==> src/rtl/core/ptd_pkg.sv <==
package ptd_pkg;

    localparam int TASK_SLOTS  = 8;
    localparam int MAX_RESULTS = 8;
    localparam int SLOT_W      = $clog2(TASK_SLOTS);
    localparam int CNT_W       = $clog2(TASK_SLOTS + 1);
    localparam int RES_W       = $clog2(MAX_RESULTS + 1);

    localparam logic [1:0] OP_TICK   = 2'd0;
    localparam logic [1:0] OP_CREATE = 2'd1;
    localparam logic [1:0] OP_MODIFY = 2'd2;
    localparam logic [1:0] OP_DELETE = 2'd3;

    localparam logic [2:0] ST_OK         = 3'd0;
    localparam logic [2:0] ST_BAD_ID     = 3'd1;
    localparam logic [2:0] ST_BUSY       = 3'd2;
    localparam logic [2:0] ST_NOT_FOUND  = 3'd3;
    localparam logic [2:0] ST_BAD_PERIOD = 3'd4;

    typedef struct packed {
        logic [1:0]  opcode;
        logic [2:0]  task_id;
        logic [2:0]  new_task_id;
        logic [7:0]  priority_req;
        logic [15:0] period;
    } t_in_item;

    typedef struct packed {
        logic       is_dispatch;
        logic [2:0] task_id_res;
        logic [2:0] status;
        logic       last;
    } t_out_item;

    typedef struct packed {
        logic load_item;
        logic do_tick;
        logic scan_start;
        logic scan_step;
        logic emit;
        logic exec_cmd;
    } t_cmd;

    typedef struct packed {
        logic is_tick;
        logic enable;
        logic any_due;
        logic out_free;
        logic scan_end;
        logic last_result;
    } t_stat;

endpackage

==> src/rtl/core/periodic_task_dispatcher.sv <==
// A command is loaded in the idle state and run in the exec state once the output
// is free; the input stalls until its status item is registered. A tick updates
// the counters and dispatches each due task by a scan of the slot table, one slot
// per cycle, then an emit; it holds the input until its last item is emitted.
// Reset (synchronous, active low) empties the task table, clears all counters
// and disables the scheduler.
module periodic_task_dispatcher (
    input  logic                i_clk,
    input  logic                i_rst_n,
    input  logic                i_in_valid,
    output logic                o_in_stall,
    input  ptd_pkg::t_in_item   i_in_item,
    output logic                o_out_valid,
    input  logic                i_out_stall,
    output ptd_pkg::t_out_item  o_out_item,
    input  logic                i_cfg_valid,
    output logic                o_cfg_ready,
    input  logic                i_cfg_data
);

    ptd_pkg::t_cmd  cmd;
    ptd_pkg::t_stat stat;

    ptd_ctrl u_ctrl (
        .i_clk      (i_clk),
        .i_rst_n    (i_rst_n),
        .i_in_valid (i_in_valid),
        .i_stat     (stat),
        .o_cmd      (cmd),
        .o_in_stall (o_in_stall)
    );

    ptd_datapath u_datapath (
        .i_clk       (i_clk),
        .i_rst_n     (i_rst_n),
        .i_in_item   (i_in_item),
        .i_cfg_valid (i_cfg_valid),
        .i_cfg_data  (i_cfg_data),
        .i_out_stall (i_out_stall),
        .i_cmd       (cmd),
        .o_stat      (stat),
        .o_out_valid (o_out_valid),
        .o_out_item  (o_out_item)
    );

    assign o_cfg_ready = 1'b1;

endmodule

==> src/rtl/core/ptd_ctrl.sv <==
module ptd_ctrl (
    input  logic           i_clk,
    input  logic           i_rst_n,
    input  logic           i_in_valid,
    input  ptd_pkg::t_stat i_stat,
    output ptd_pkg::t_cmd  o_cmd,
    output logic           o_in_stall
);

    localparam logic [2:0] S_IDLE = 3'd0;
    localparam logic [2:0] S_EXEC = 3'd1;
    localparam logic [2:0] S_SCAN = 3'd2;
    localparam logic [2:0] S_EMIT = 3'd3;

    logic [2:0] r_state;
    logic [2:0] n_state;

    always_comb begin
        n_state = r_state;
        o_cmd   = '0;
        unique case (r_state)
            S_IDLE: begin
                if (i_in_valid) begin
                    o_cmd.load_item = 1'b1;
                    n_state         = S_EXEC;
                end
            end
            S_EXEC: begin
                if (i_stat.is_tick) begin
                    if (i_stat.enable) begin
                        o_cmd.do_tick = 1'b1;
                        if (i_stat.any_due) begin
                            o_cmd.scan_start = 1'b1;
                            n_state          = S_SCAN;
                        end else begin
                            n_state = S_IDLE;
                        end
                    end else begin
                        n_state = S_IDLE;
                    end
                end else if (i_stat.out_free) begin
                    o_cmd.exec_cmd = 1'b1;
                    n_state        = S_IDLE;
                end
            end
            S_SCAN: begin
                o_cmd.scan_step = 1'b1;
                if (i_stat.scan_end) begin
                    n_state = S_EMIT;
                end
            end
            S_EMIT: begin
                if (i_stat.out_free) begin
                    o_cmd.emit = 1'b1;
                    if (i_stat.last_result) begin
                        n_state = S_IDLE;
                    end else begin
                        o_cmd.scan_start = 1'b1;
                        n_state          = S_SCAN;
                    end
                end
            end
            default: begin
                n_state = S_IDLE;
            end
        endcase
    end

    always_ff @(posedge i_clk) begin
        if (!i_rst_n) begin
            r_state <= S_IDLE;
        end else begin
            r_state <= n_state;
        end
    end

    assign o_in_stall = (r_state != S_IDLE);

    a_emit_only_in_emit: assert property (@(posedge i_clk) disable iff (!i_rst_n)
        o_cmd.emit |-> r_state == S_EMIT)
        else $error("emit outside emit state");

    a_scan_leads_to_emit: assert property (@(posedge i_clk) disable iff (!i_rst_n)
        (r_state == S_SCAN && i_stat.scan_end) |=> r_state == S_EMIT)
        else $error("scan end did not reach emit");

    a_accept_idle_only: assert property (@(posedge i_clk) disable iff (!i_rst_n)
        o_cmd.load_item |-> !o_in_stall)
        else $error("item loaded while stalled");

endmodule

==> src/rtl/core/ptd_datapath.sv <==
module ptd_datapath (
    input  logic              i_clk,
    input  logic              i_rst_n,
    input  ptd_pkg::t_in_item i_in_item,
    input  logic              i_cfg_valid,
    input  logic              i_cfg_data,
    input  logic              i_out_stall,
    input  ptd_pkg::t_cmd     i_cmd,
    output ptd_pkg::t_stat    o_stat,
    output logic              o_out_valid,
    output ptd_pkg::t_out_item o_out_item
);

    localparam int N = ptd_pkg::TASK_SLOTS;
    localparam int SW = ptd_pkg::SLOT_W;

    ptd_pkg::t_in_item  r_item;
    logic               r_enable;
    logic               r_valid   [N];
    logic [7:0]         r_prio    [N];
    logic [15:0]        r_period  [N];
    logic [15:0]        r_counter [N];
    logic               r_due     [N];
    logic [SW-1:0]      r_idx;
    logic [SW-1:0]      r_best;
    logic [7:0]         r_best_prio;
    logic               r_best_found;
    logic [ptd_pkg::CNT_W-1:0] r_cnt;
    logic [ptd_pkg::RES_W-1:0] r_nres;
    logic               r_out_valid;
    ptd_pkg::t_out_item r_out;

    logic [15:0]   n_inc [N];
    logic          n_due [N];
    logic          any_due;
    logic          cand;
    logic          out_free;
    logic          last_result;
    logic          id_ok;
    logic          nid_ok;
    logic [SW-1:0] id_idx;
    logic [SW-1:0] nid_idx;
    logic          v_id;
    logic          v_nid;
    logic [2:0]    cmd_st;

    always_comb begin
        any_due = 1'b0;
        for (int i = 0; i < N; i++) begin
            n_inc[i] = r_counter[i] + 16'd1;
            n_due[i] = r_valid[i] && (n_inc[i] == r_period[i]);
            any_due  = any_due | n_due[i];
        end
    end

    assign cand = r_due[r_idx] && (!r_best_found || (r_prio[r_idx] > r_best_prio));
    assign out_free = !r_out_valid || !i_out_stall;
    assign last_result = (r_cnt == ptd_pkg::CNT_W'(1))
        || (r_nres == ptd_pkg::RES_W'(ptd_pkg::MAX_RESULTS - 1));

    assign id_ok   = 32'(r_item.task_id) < N;
    assign nid_ok  = 32'(r_item.new_task_id) < N;
    assign id_idx  = SW'(r_item.task_id);
    assign nid_idx = SW'(r_item.new_task_id);
    assign v_id    = r_valid[id_idx];
    assign v_nid   = r_valid[nid_idx];

    always_comb begin
        cmd_st = ptd_pkg::ST_OK;
        unique case (r_item.opcode)
            ptd_pkg::OP_CREATE: begin
                if (!id_ok) begin
                    cmd_st = ptd_pkg::ST_BAD_ID;
                end else if (v_id) begin
                    cmd_st = ptd_pkg::ST_BUSY;
                end else if (r_item.period == 16'd0) begin
                    cmd_st = ptd_pkg::ST_BAD_PERIOD;
                end
            end
            ptd_pkg::OP_MODIFY: begin
                if (!id_ok || !nid_ok) begin
                    cmd_st = ptd_pkg::ST_BAD_ID;
                end else if (!v_id) begin
                    cmd_st = ptd_pkg::ST_NOT_FOUND;
                end else if ((r_item.new_task_id != r_item.task_id) && v_nid) begin
                    cmd_st = ptd_pkg::ST_BUSY;
                end else if (r_item.period == 16'd0) begin
                    cmd_st = ptd_pkg::ST_BAD_PERIOD;
                end
            end
            ptd_pkg::OP_DELETE: begin
                if (!id_ok) begin
                    cmd_st = ptd_pkg::ST_BAD_ID;
                end else if (!v_id) begin
                    cmd_st = ptd_pkg::ST_NOT_FOUND;
                end
            end
            default: begin
                cmd_st = ptd_pkg::ST_OK;
            end
        endcase
    end

    always_ff @(posedge i_clk) begin
        if (i_cmd.load_item) begin
            r_item <= i_in_item;
        end
        if (i_cmd.exec_cmd && cmd_st == ptd_pkg::ST_OK) begin
            if (r_item.opcode == ptd_pkg::OP_CREATE) begin
                r_prio[id_idx]   <= r_item.priority_req;
                r_period[id_idx] <= r_item.period;
            end else if (r_item.opcode == ptd_pkg::OP_MODIFY) begin
                r_prio[nid_idx]   <= r_item.priority_req;
                r_period[nid_idx] <= r_item.period;
            end
        end
    end

    always_ff @(posedge i_clk) begin
        if (!i_rst_n) begin
            r_enable <= 1'b0;
            for (int i = 0; i < N; i++) begin
                r_valid[i]   <= 1'b0;
                r_counter[i] <= 16'd0;
                r_due[i]     <= 1'b0;
            end
        end else begin
            if (i_cfg_valid) begin
                r_enable <= i_cfg_data;
            end
            if (i_cmd.do_tick) begin
                for (int i = 0; i < N; i++) begin
                    r_due[i] <= n_due[i];
                    if (r_valid[i]) begin
                        r_counter[i] <= n_inc[i];
                    end
                end
            end
            if (i_cmd.emit) begin
                r_due[r_best]     <= 1'b0;
                r_counter[r_best] <= 16'd0;
            end
            if (i_cmd.exec_cmd && cmd_st == ptd_pkg::ST_OK) begin
                if (r_item.opcode == ptd_pkg::OP_CREATE) begin
                    r_valid[id_idx]   <= 1'b1;
                    r_counter[id_idx] <= 16'd0;
                end else if (r_item.opcode == ptd_pkg::OP_MODIFY) begin
                    if (nid_idx != id_idx) begin
                        r_valid[id_idx]   <= 1'b0;
                        r_counter[id_idx] <= 16'd0;
                    end
                    r_valid[nid_idx]   <= 1'b1;
                    r_counter[nid_idx] <= 16'd0;
                end else if (r_item.opcode == ptd_pkg::OP_DELETE) begin
                    r_valid[id_idx]   <= 1'b0;
                    r_counter[id_idx] <= 16'd0;
                end
            end
        end
    end

    always_ff @(posedge i_clk) begin
        if (!i_rst_n) begin
            r_best_found <= 1'b0;
            r_idx        <= '0;
            r_cnt        <= '0;
            r_nres       <= '0;
        end else begin
            if (i_cmd.do_tick) begin
                r_nres <= '0;
            end else if (i_cmd.emit) begin
                r_nres <= r_nres + ptd_pkg::RES_W'(1);
            end
            if (i_cmd.scan_start) begin
                r_idx        <= '0;
                r_best_found <= 1'b0;
                r_cnt        <= '0;
            end else if (i_cmd.scan_step) begin
                r_idx <= r_idx + SW'(1);
                if (r_due[r_idx]) begin
                    r_cnt <= r_cnt + ptd_pkg::CNT_W'(1);
                end
                if (cand) begin
                    r_best_found <= 1'b1;
                end
            end
        end
    end

    always_ff @(posedge i_clk) begin
        if (i_cmd.scan_step && cand) begin
            r_best      <= r_idx;
            r_best_prio <= r_prio[r_idx];
        end
    end

    always_ff @(posedge i_clk) begin
        if (!i_rst_n) begin
            r_out_valid <= 1'b0;
        end else if (i_cmd.emit || i_cmd.exec_cmd) begin
            r_out_valid <= 1'b1;
        end else if (!i_out_stall) begin
            r_out_valid <= 1'b0;
        end
    end

    always_ff @(posedge i_clk) begin
        if (i_cmd.emit) begin
            r_out.is_dispatch <= 1'b1;
            r_out.task_id_res <= 3'(r_best);
            r_out.status      <= ptd_pkg::ST_OK;
            r_out.last        <= last_result;
        end else if (i_cmd.exec_cmd) begin
            r_out.is_dispatch <= 1'b0;
            r_out.task_id_res <= r_item.task_id;
            r_out.status      <= cmd_st;
            r_out.last        <= 1'b1;
        end
    end

    assign o_stat.is_tick     = (r_item.opcode == ptd_pkg::OP_TICK);
    assign o_stat.enable      = r_enable;
    assign o_stat.any_due     = any_due;
    assign o_stat.out_free    = out_free;
    assign o_stat.scan_end    = (r_idx == SW'(N - 1));
    assign o_stat.last_result = last_result;

    assign o_out_valid = r_out_valid;
    assign o_out_item  = r_out;

    a_emit_has_best: assert property (@(posedge i_clk) disable iff (!i_rst_n)
        i_cmd.emit |-> r_best_found && r_due[r_best])
        else $error("dispatch without a due task");

    a_emit_clears: assert property (@(posedge i_clk) disable iff (!i_rst_n)
        i_cmd.emit |=> r_counter[$past(r_best)] == 16'd0 && !r_due[$past(r_best)])
        else $error("dispatched task not cleared");

    a_result_cap: assert property (@(posedge i_clk) disable iff (!i_rst_n)
        r_nres <= ptd_pkg::RES_W'(ptd_pkg::MAX_RESULTS))
        else $error("too many dispatch results");

endmodule
==> config.mk <==
export PLATFORM = sky130hd
export DESIGN_NAME = periodic_task_dispatcher
export DESIGN_NICKNAME = d
export VERILOG_FILES = /design/src/rtl/core/ptd_pkg.sv /design/src/rtl/core/periodic_task_dispatcher.sv /design/src/rtl/core/ptd_ctrl.sv /design/src/rtl/core/ptd_datapath.sv
export SDC_FILE = /design/constraint.sdc
export NUM_CORES = 1
export LEC_CHECK = 0
export ABC_CLOCK_PERIOD_IN_PS = 6300
export BUFFER_PORTS_ARGS = -buffer_cell sky130_fd_sc_hd__buf_2
export CAP_MARGIN = 20
export CORE_UTILIZATION = 45
export DETAILED_ROUTE_END_ITERATION = 6
export GPL_TIMING_DRIVEN = 0
export PLACE_DENSITY = 0.66
export SETUP_SLACK_MARGIN = 0.3
export SYNTH_ARGS = -nofsm -noshare
export SYNTH_HDL_FRONTEND = slang
export SYNTH_HIERARCHICAL = 1
export SYNTH_SLANG_ARGS = --single-unit
==> constraint.sdc <==
create_clock -name i_clk -period 6.3 [get_ports i_clk]
set_clock_uncertainty 0.1 [all_clocks]
set_input_delay 0.315 -clock i_clk [delete_from_list [all_inputs] [get_ports i_clk]]
set_output_delay 0.315 -clock i_clk [all_outputs]
set_load 0.02 [all_outputs]
==> results of run 1 <==
==> what timing repair did <==
action / CTS / global route
endpoints found under the hold margin: 42 / 0
hold buffers: 38 / 0
endpoints found under the setup margin: 0 / 0
==> worst max-delay path, stage by stage, from the launching register on <==
cell	delay, ps
dfxtp_1	310
clkbuf_1	670
buf_1	760
mux4_2	600
mux2_2	310
ha_1	290
nor2b_1	130
o21a_1	140
o21ai_0	100
nand2b_1	90
a21oi_1	70
o21ai_0	140
o21ai_0	140
a21boi_1	360
buf_4	260
==> worst max-delay path by stage <==
stage / to / startpoint / slack (ps)
after global routing: u_datapath/r_best_prio[0]$_DFFE_PP_ / flop / 1200
after floorplan: u_datapath/r_best[0]$_DFFE_PP_ / flop / 1920
after detailed placement: u_datapath/r_best_prio[4]$_DFFE_PP_ / flop / 1430
after global placement: u_datapath/r_best_prio[4]$_DFFE_PP_ / flop / 680
after CTS: u_datapath/r_best_prio[0]$_DFFE_PP_ / flop / 1390
final: u_datapath/r_best_prio[5]$_DFFE_PP_ / flop / 1530
==> logic make-up (layout without fill, tap and decap cells) <==
logic type,count (synthesis),count (layout),synth area share [%]
adders and majority gates,21,21,1.32
other,1,1,0.0189
AOI/OAI and AO/OA,185,185,6.36
DFF,412,412,53.6
buffers and inverters,124,298,2.79
and+or+nand+nor,725,725,18.1
xor gates and xnor gates,295,295,13.0
muxes,61,61,4.72
==> per-stage QoR <==
stage               hold slack [ps]  power [mW]  util, %
floorplan                       314        3.02        -
global placement                341        3.10     48.1
detailed placement              347        3.10     48.5
CTS                             307        5.74     52.8
global route                    327        5.84     52.8
finish                          346        5.68     52.8
==> cell type report <==
| class | instances | area share [%] |
|---|---|---|
| inverters | 30 | 0.493 |
| repair buffers | 91 | 3.19 |
| clock inverters | 13 | 0.548 |
| flip-flops and latches | 412 | 46.6 |
| well taps | 585 | 3.21 |
| multi-input cells | 1288 | 38.1 |
| clock buffers | 70 | 5.93 |
| plain buffers | 94 | 1.93 |
==> report_power, final <==
group	leakage, nW	internal (mW)	switching, mW	total (mW)
combinational	3.23	0.0596	0.0826	0.142
clock	0.711	1.53	1.08	2.61
sequential	3.56	2.87	0.0513	2.92
total	7.51	4.46	1.22	5.68
==> cell usage in the layout (no fill, tap or decap), drive strengths merged, types with 10 or more instances in the layout <==
cell         instances
and4                11
and3                23
nor2b               28
or3                 10
inv                 31
nand4               57
o211ai              22
mux2i               18
nor4                17
nand3b              13
nand2b              18
nor3b               11
nor3                44
and2                13
xor2               128
mux2                21
a31oi               11
dfxtp              173
dlygate4sd3         38
buf                 89
o21ai               46
nand3               96
clkbuf             128
mux4                22
xnor2              167
edfxtp             239
nand2              120
nor2               242
ha                  21
a21oi               33
==> state kept, by name, summed over array words and instances, names as in the netlist, named ones only <==
signal / cells
u_datapath/nid_idx: 3
u_datapath/r_best_found: 1
u_datapath/o_out_valid: 1
u_datapath/r_enable: 1
u_datapath/id_idx: 3
u_datapath/r_item: 26
u_datapath/r_prio: 64
u_datapath/r_nres: 4
u_datapath/r_best: 3
u_datapath/r_due: 8
u_datapath/r_idx: 3
u_ctrl/r_state: 2
u_datapath/r_counter: 128
u_datapath/r_valid: 8
u_datapath/r_best_prio: 8
u_datapath/r_period: 128
u_datapath/r_cnt: 4
u_datapath/o_out_item: 8
==> layer usage <==
layer	routed length, microns	track usage [%]	up-vias
met3	2370	3.09	80
met2	22700	36.1	400
li1	-	-	6799
met1	21700	29.1	6940
met4	1230	7.77	0
met5	0	0	-
==> results.md, run 1 <==
- Setup Fix Bufs, Post-CTS: 0
- TritonCTS clock tree: built
- Status: finished, final reports clean
- Pwr Density: 249 mW/mm^2
- Initial Util: 45.9%
- Async S/R FF share, synth: 0%
- First-pass GRT wire length: 75500 microns
- Largest net degree at the start of global routing: 25
- Count leader, synth: nor2_1
- First-pass iteration count of the detailed router: 5
- Die height: around 210 microns
- CTS Buf Count: 45
- Die Width: approximately 210 microns
- Fin cells: between 2000 and 3000
- Number of fillers in the final layout: roughly 3800
- Synth top area cells: edfxtp_1, dfxtp_1, xnor2_1
- CTS root buf: clkbuf_16
- Hold Startpoint: i_in_item[1]
- HP Class: in -> reg
- Final Cell Area: 0.0228 sq mm
- Final hold vios: 0
- Total core area: 0.0433 sq mm
- Vias per cell: between 5 and 6
- Placed insts: ~2500
- Worst setup path category: reg -> reg
- Cell Rows: 76
- Worst-Margin Slew: ~980 ps
- R2R setup slack: between 1500 and 2000 ps
- Worst IR Drop VDD: between 0.0002 and 0.0003 V
- Max-Cap Viols: 0
- DP Worst Slack: around 1400 ps
- Yosys warning total: 6
- Setup ws final: 1530 ps
- Clock transition at path regs: approximately 60 ps
- Final setup vio count: 0
- Relative slew slack: around a third
- CTS Buffer Depth: 3
- Syn nets: 1883
- Ports: a little under 50
- Critical Path RT: around 6500 ps
- Worst skew pair latency: approximately 580 ps
- Sequential Area: ~0.011 sq mm
- Type of origin of the critical path: flop
- Hold EP: u_datapath/r_item[1]$_DFFE_PP_
- H-tree Lvls: 2
- Slew Limit Fails: 0
- Cells on Worst Hold Path: 2
- DRC: 0
- RSZ-0062 raised after global routing: false
- Layout cells sized above 1: between 10% and 20%
- GRT overflow: 0
- Antenna Nets Post-Route: 0
- Synth area leader: edfxtp_1
- Initial antenna violation count: 0
- Placed cell areas: between 0.02 and 0.025 sq mm
- ANT cells: 0
- Gr usage total: between 20% and 30%
- Vias in the first global route: about 14000
- Avg Inst Size Synth: 10.9 sq um
- Port Buffers: between 40 and 50
- Mapped cell area: ~0.02 sq mm
- Setup TNS: 0 ps
- Worst R2R Path Depth: 14
- Lkg Pwr: roughly 7.5 nW
- Final wirelength: 48000 microns
- Area of the multi-input gates: 0.00870 sq mm
- Cell variety after synth: 80
- Synth top cells by count: nor2_1, edfxtp_1, dfxtp_1
- Max Freq: ~0.21 GHz
- Area delta synth->final: 15.1%
- CTS sink count: between 400 and 500
- Layout Nets: roughly 2000
- Worst flop-to-flop path endpoint: u_datapath/r_best_prio[5]$_DFFE_PP_
- WL per Instance: roughly 19 microns
- Post-synthesis register bit count: just over 400
- Sequential share of the synthesized area: a little over half
- Post-synth EDFFs: 239
- Tmin final: roughly 4800 ps
- Synthesized instance count: roughly 1800
- Share of the synthesized area in the top cell type: ~36%
- 1st-iter DRT viols: 1170
- CP arrival: slightly below 5000 ps
- Ys flop type: edfxtp_1
- Endpoint class of the critical path: flop
- Final period utilization: 75.7%
- Dpl hpwl: about 32000 microns
- Die ar.: between 0.04 and 0.05 sq mm
- Gpl congestion: between 0.8 and 0.9
- Via Count: 14200
- Crit-path max FO: 10
- CTS resizes: 0
No activity file was read; power rests on OpenSTA's default activity.
==> run 2, diff against run 1 <==
Settings changed: ABC_CLOCK_PERIOD_IN_PS 6300 to 4900.
Clock period 6.3 ns to 4.9 ns, I/O delays scaled along.
==> run 2 against run 1 <==
  * Sequential cell count is the same
  * Design area grew 0.12%
  * Total power grew 29%
  * Register-to-register slack lost 960 ps
==> results.md, run 2 (synthesis gave the netlist of run 1 again) <==
- Worst skew pair latency: 580 ps (about the same)
- Type of origin of the critical path: flop
- GRT overflow: 0 (unchanged)
- Gpl congestion: 0.890 (unchanged)
- CTS Buffer Depth: 3 (unchanged)
- TritonCTS clock tree: built
- Sw Share: 21.4% (about the same)
- Worst path max stage delay: 620 ps (-140 ps)
- First-pass GRT wire length: 75500 microns (about the same)
- Setup Fix Bufs, Post-CTS: 0 (unchanged)
- Largest net degree at the start of global routing: 25 (unchanged)
- Port Buffers: 47 (unchanged)
- H-tree Lvls: 2 (unchanged)
- Via Count: 14100 (-0.57%)
- RSZ-0062 raised after global routing: false
- Lkg Pwr: 7.53 nW (+0.27%)
- Seq pwr share: 51.5% (about the same)
- HP Class: in -> reg
- DRC: 0 (unchanged)
- Final setup vio count: 0 (unchanged)
- Final Cell Area: 0.0229 sq mm (+0.12%)
- Worst-Margin Slew: 986 ps (+9.43 ps)
- Status: finished, final reports clean
- Vias per cell: 5.47 (-0.57%)
- Worst setup path category: reg -> reg
- Vias in the first global route: 13800 (-0.014%)
- 1st-iter DRT viols: 1116 (-4.6%)
- Die ar.: 0.0449 sq mm (unchanged)
- Crit-path cells: buf_1 > clkbuf_1 > mux4_2 > mux2_2 > ha_1 > nor2b_1 > o21a_1 > o21ai_0 > nand2b_1 > a21oi_1 > o21ai_0 > o21ai_0 > a21boi_1 > buf_4
- Ports: 49 (unchanged)
- Crit-path max FO: 10 (unchanged)
- Max-Cap Viols: 0 (unchanged)
- ANT cells: 0 (unchanged)
- Worst R2R Path Depth: 14 (unchanged)
- Antenna Nets Post-Route: 0 (unchanged)
- Pwr Density: 319 mW/mm^2 (+28%)
- Layout Nets: 2021 (unchanged)
- Dpl hpwl: 32000 microns (unchanged)
- Net switching power figure: 1.56 mW (+28%)
- Top Registers: u_datapath/r_counter (128), u_datapath/r_period (128), u_datapath/r_prio (64)
- Placed cell areas: 0.0210 sq mm (unchanged)
- Most frequent CP cell: o21ai_0
- Max Freq: 0.231 GHz (+10%)
- Initial Util: 45.9% (unchanged)
- Critical Path RT: 5080 ps (-1400 ps)
- Crit-path slowest cell: clkbuf_1
- Area delta synth->final: 15.2%
- Internal Power: 5.73 mW (+29%)
- Placed insts: 2462 (unchanged)
- Most frequent cells in the layout: edfxtp_1, nor2_1, dfxtp_1
- Final wirelength: 48000 microns (about the same)
- CTS root buf: clkbuf_16
- Gr usage total: 21.8% (about the same)
- Commonest non-fill, non-tap cell in the layout: edfxtp_1
- CP arrival: 4510 ps (-440 ps)
- Initial antenna violation count: 0 (unchanged)
- CTS sink count: 412 (unchanged)
- Layout cells sized above 1: 11.3% (+0.20 points)
- First-pass iteration count of the detailed router: 5 (unchanged)
- Clock transition at path regs: 60 ps (about the same)
- Finished Core Util: 52.8% (+0.064 points)
- Final hold vios: 0 (unchanged)
- R2R setup slack: 570 ps (-960 ps)
- Logic pwr share: 2.5% (about the same)
- Overall Power: 7.30 mW (+29%)
- Setup ws final: 568 ps (-963 ps)
- CTS Buf Count: 45 (unchanged)
- Clock power frac: 46.0% (about the same)
- Cells on Worst Hold Path: 2 (unchanged)
- Die Width: 212 microns (unchanged)
- Fin cells: 2583 (unchanged)
- Number of fillers in the final layout: 3778 (unchanged)
- DP Worst Slack: 34.7 ps (-1400 ps)
- WL per Instance: 18.6 microns (about the same)
- Cell Rows: 76 (unchanged)
- Final period utilization: 88.4% (+13 points)
- Slew Limit Fails: 0 (unchanged)
- Die height: 212 microns (unchanged)
- Worst IR Drop VDD: 0.000335 V (+29%)
- Endpoint class of the critical path: flop
- Relative slew slack: 34.1% (-0.63 points)
- Total core area: 0.0433 sq mm (unchanged)
- Tmin final: 4330 ps (-437 ps)
-- run 2: changes by cell type in the layout (fill, tap and decap cells not counted) --
cell             previous run  this run
clkbuf_1                   70        67
clkbuf_2                    3         5
buf_1                       7         6
clkdlybuf4s15_1             0         1
clkdlybuf4s15_2             0         1
nor3_1                     44        43
nor3_4                      0         1
-- run 2: final timing paths --
check,startpoint,endpoint
worst max-delay path,flop,u_datapath/r_best_prio[5]$_DFFE_PP_
worst min-delay path,i_in_item[1],u_datapath/r_item[1]$_DFFE_PP_
worst max register to register,flop,u_datapath/r_best_prio[5]$_DFFE_PP_
worst min register to register,u_datapath/o_out_item[1]$_SDFFE_PP0P_,u_datapath/o_out_item[1]$_SDFFE_PP0P_
-- run 2: worst max-delay path: cells and delay by family (launching register included) --
family                   cells  cell delay, ps
AO/OA/AOI/OAI                6             970
adder cells (fa/ha/maj)      1             290
buffers and inverters        3            1430
flip-flops                   1             310
multiplexers                 2             720
AND/OR/NAND/NOR              2             220
-- run 2: metrics by stage --
| step | hold WS [ps] | TNS (ps) |
|---|---|---|
| finish | 277 | 0 |
| global route | 257 | 0 |
| CTS | 237 | 0 |
| detailed placement | 323 | 0 |
| global placement | 322 | -8150 |
| floorplan | 244 | 0 |
-- run 2: power groups by stage --
stage	Sequential, mW	Clock [mW]	Combinational [mW]
3_5_place_dp	3.83	0	0.157
4_1_cts	3.76	3.44	0.182
2_1_floorplan	3.80	0	0.0897
6_report	3.76	3.36	0.183
3_3_place_gp	3.83	0	0.148
5_1_grt	3.76	3.56	0.197
-- run 2: layout make-up --
type | count | area (sq um) | area share [%]
inverter | 30 | 113 | 0.493
tap | 585 | 732 | 3.20
timing repair buffer | 91 | 728 | 3.19
buffer | 94 | 457 | 2.00
clock inverter | 13 | 125 | 0.547
multi-input combinational | 1288 | 8710 | 38.1
clock buffer | 70 | 1350 | 5.92
sequential | 412 | 10600 | 46.5
-- run 2: timing repair --
item / in CTS / in global routing
gates resized for setup: 3 / 6
hold endpoints to repair: 42 / 0
setup endpoints to repair: 11 / 12
hold buffers: 38 / 0
-- run 2: routing by layer --
layer / vias to the layer above / routed length (microns) / track usage [%]
met5: - / 0 / 0
met4: 0 / 1270 / 7.77
met3: 92 / 2350 / 3.09
met2: 387 / 22800 / 36.1
met1: 6861 / 21700 / 29.1
li1: 6798 / - / -
==> run 3, diff against run 2 <==
==> constraint.sdc (replaced) <==
create_clock -name i_clk -period 4.9 [get_ports i_clk]
set_clock_uncertainty 0.1 [all_clocks]
set_input_delay 0.98 -clock i_clk [delete_from_list [all_inputs] [get_ports i_clk]]
set_output_delay 0.98 -clock i_clk [all_outputs]
set_load 0.02 [all_outputs]
==> run 3 against run 2 <==
  * Clock-buffer cell count unchanged
  * Register-to-register slack gained 30 ps
  * Sequential share of layout area is 0.79 points higher
  * Non-clock buffer count fell by 38
  * Critical path type unchanged
  * Largest cell class unchanged
==> results.md, run 3 (synthesis gave the netlist of run 1 again) <==
- Cells on Worst Hold Path: 2 (unchanged)
- Final wirelength: 47700 microns (-0.71%)
- CTS Hold Bufs: 0 (-100%)
- Dpl hpwl: 32000 microns (unchanged)
- Initial Util: 45.9% (unchanged)
- Final period utilization: 87.7% (-0.70 points)
- Vias in the first global route: 13700 (-0.97%)
- Lkg Pwr: 7.37 nW (-2.1%)
- HP Class: reg -> reg
- Status: finished, final reports clean
- Hold Startpoint: u_datapath/o_out_item[1]$_SDFFE_PP0P_
- Critical Path RT: 5310 ps (+230 ps)
- Final hold vios: 0 (unchanged)
- Endpoint class of the critical path: flop
- Commonest non-fill, non-tap cell in the layout: edfxtp_1
- Most frequent cells in the layout: edfxtp_1, nor2_1, dfxtp_1
- Ports: 49 (unchanged)
- Vias per cell: 5.50 (+0.57%)
- Slew Limit Fails: 0 (unchanged)
- First-pass GRT wire length: 75000 microns (-0.59%)
- Die ar.: 0.0449 sq mm (unchanged)
- CTS sink count: 412 (unchanged)
- Initial antenna violation count: 0 (unchanged)
- Worst IR Drop VDD: 0.000335 V (about the same)
- Antenna Nets Post-Route: 0 (unchanged)
- Overall Power: 7.28 mW (-0.30%)
- Layout cells sized above 1: 11.5% (+0.22 points)
- WL per Instance: 18.7 microns (+0.78%)
- Relative slew slack: 34.9% (+0.74 points)
- Top Registers: u_datapath/r_counter (128), u_datapath/r_period (128), u_datapath/r_prio (64)
- RR Startpoint: u_datapath/r_item[30]$_DFFE_PP_
- Setup Fix Bufs, Post-CTS: 0 (unchanged)
- Clock transition at path regs: 60 ps (about the same)
- Worst skew pair latency: 580 ps (about the same)
- Max Freq: 0.233 GHz (+0.80%)
- Cell Rows: 76 (unchanged)
- Worst setup path category: reg -> reg
- Die Width: 212 microns (unchanged)
- Final setup vio count: 0 (unchanged)
- CP arrival: 4710 ps (+200 ps)
- Tmin final: 4300 ps (-34.4 ps)
- Hold EP: u_datapath/o_out_item[1]$_SDFFE_PP0P_
- Die height: 212 microns (unchanged)
- Type of origin of the critical path: flop
- Crit-path max FO: 10 (unchanged)
- H-tree Lvls: 2 (unchanged)
- Area delta synth->final: 13.3%
- Gr usage total: 21.7% (-0.12 points)
- Number of fillers in the final layout: 3810 (+0.85%)
- Placed cell areas: 0.0210 sq mm (unchanged)
- First-pass iteration count of the detailed router: 5 (unchanged)
- Final Cell Area: 0.0225 sq mm (-1.7%)
- R2R setup slack: 600 ps (+30 ps)
- Placed insts: 2462 (unchanged)
- CTS resizes: 3 (unchanged)
- Layout Nets: 1983 (-1.9%)
- CTS Buf Count: 45 (unchanged)
- DRC: 0 (unchanged)
- CTS root buf: clkbuf_16
- 1st-iter DRT viols: 1067 (-4.4%)
- Largest net degree at the start of global routing: 25 (unchanged)
- CTS Buffer Depth: 3 (unchanged)
- Max-Cap Viols: 0 (unchanged)
- ANT cells: 0 (unchanged)
- TritonCTS clock tree: built
- Setup TNS: 0 ps (unchanged)
- Pwr Density: 324 mW/mm^2 (+1.4%)
- Fin cells: 2545 (-1.5%)
- Worst flop-to-flop path endpoint: u_datapath/r_due[6]$_SDFFE_PP0P_
- Total core area: 0.0433 sq mm (unchanged)
- Worst R2R Path Depth: 10 (-4)
- GRT overflow: 0 (unchanged)
- Worst-Margin Slew: 975 ps (-11.1 ps)
- Via Count: 14000 (-0.91%)
- RSZ-0062 raised after global routing: false
- Gpl congestion: 0.890 (unchanged)
- Port Buffers: 47 (unchanged)
run 3: changes by cell type in the layout (fill, tap and decap cells not counted):
cell,delta
dlygate4sd3_1,-38
run 3: area by class of cell:
| type | count | area (sq um) | area share [%] |
|---|---|---|---|
| sequential | 412 | 10600 | 47.3 |
| timing repair buffer | 53 | 348 | 1.55 |
| clock buffer | 70 | 1350 | 6.02 |
| clock inverter | 13 | 125 | 0.557 |
| tap | 585 | 732 | 3.26 |
| buffer | 94 | 457 | 2.03 |
| multi-input combinational | 1288 | 8710 | 38.8 |
| inverter | 30 | 113 | 0.501 |
run 3: stage by stage:
step	worst slack, ps	hold WS [ps]	utilization [%]
finish	602	357	52.0
global route	376	388	52.0
CTS	345	362	51.9
detailed placement	34.7	347	48.5
global placement	-725	341	48.1
floorplan	525	334	-
run 3: worst max-delay path, stage by stage (launching register included):
cell and delay (ps):
edfxtp_1 360, clkbuf_1 190, nor2_1 210, nand4b_1 210, inv_1 100, clkbuf_1 570
clkbuf_2 480, buf_1 620, clkdlybuf4s15_1 820, nand4_1 330, a21oi_1 230
run 3: routing by layer:
metal	up-vias	GRT usage [%]	share of wire, %
met3	87	3.09	4.9
met5	-	0	0
met1	6825	29.1	45
met2	376	35.7	47
li1	6721	-	-
met4	0	7.77	2.6
run 3: worst max-delay path by stage:
stage,start,end,slack (ps),cells past startpoint
3_3_place_gp,flop,u_datapath/r_best_prio[4]$_DFFE_PP_,-720,13
6_report,u_datapath/r_item[30]$_DFFE_PP_,u_datapath/r_due[6]$_SDFFE_PP0P_,600,10
3_5_place_dp,flop,u_datapath/r_best_prio[4]$_DFFE_PP_,30,14
5_1_grt,flop,u_datapath/r_best_prio[0]$_DFFE_PP_,380,14
4_1_cts,u_datapath/r_item[30]$_DFFE_PP_,u_datapath/r_due[6]$_SDFFE_PP0P_,350,10
2_1_floorplan,flop,u_datapath/r_best[0]$_DFFE_PP_,520,13
run 3: where the power goes:
| part | switching [mW] | internal, mW |
|---|---|---|
| registers | 0.0657 | 3.69 |
| logic | 0.102 | 0.0566 |
| clock network | 1.40 | 1.96 |
| total | 1.56 | 5.71 |
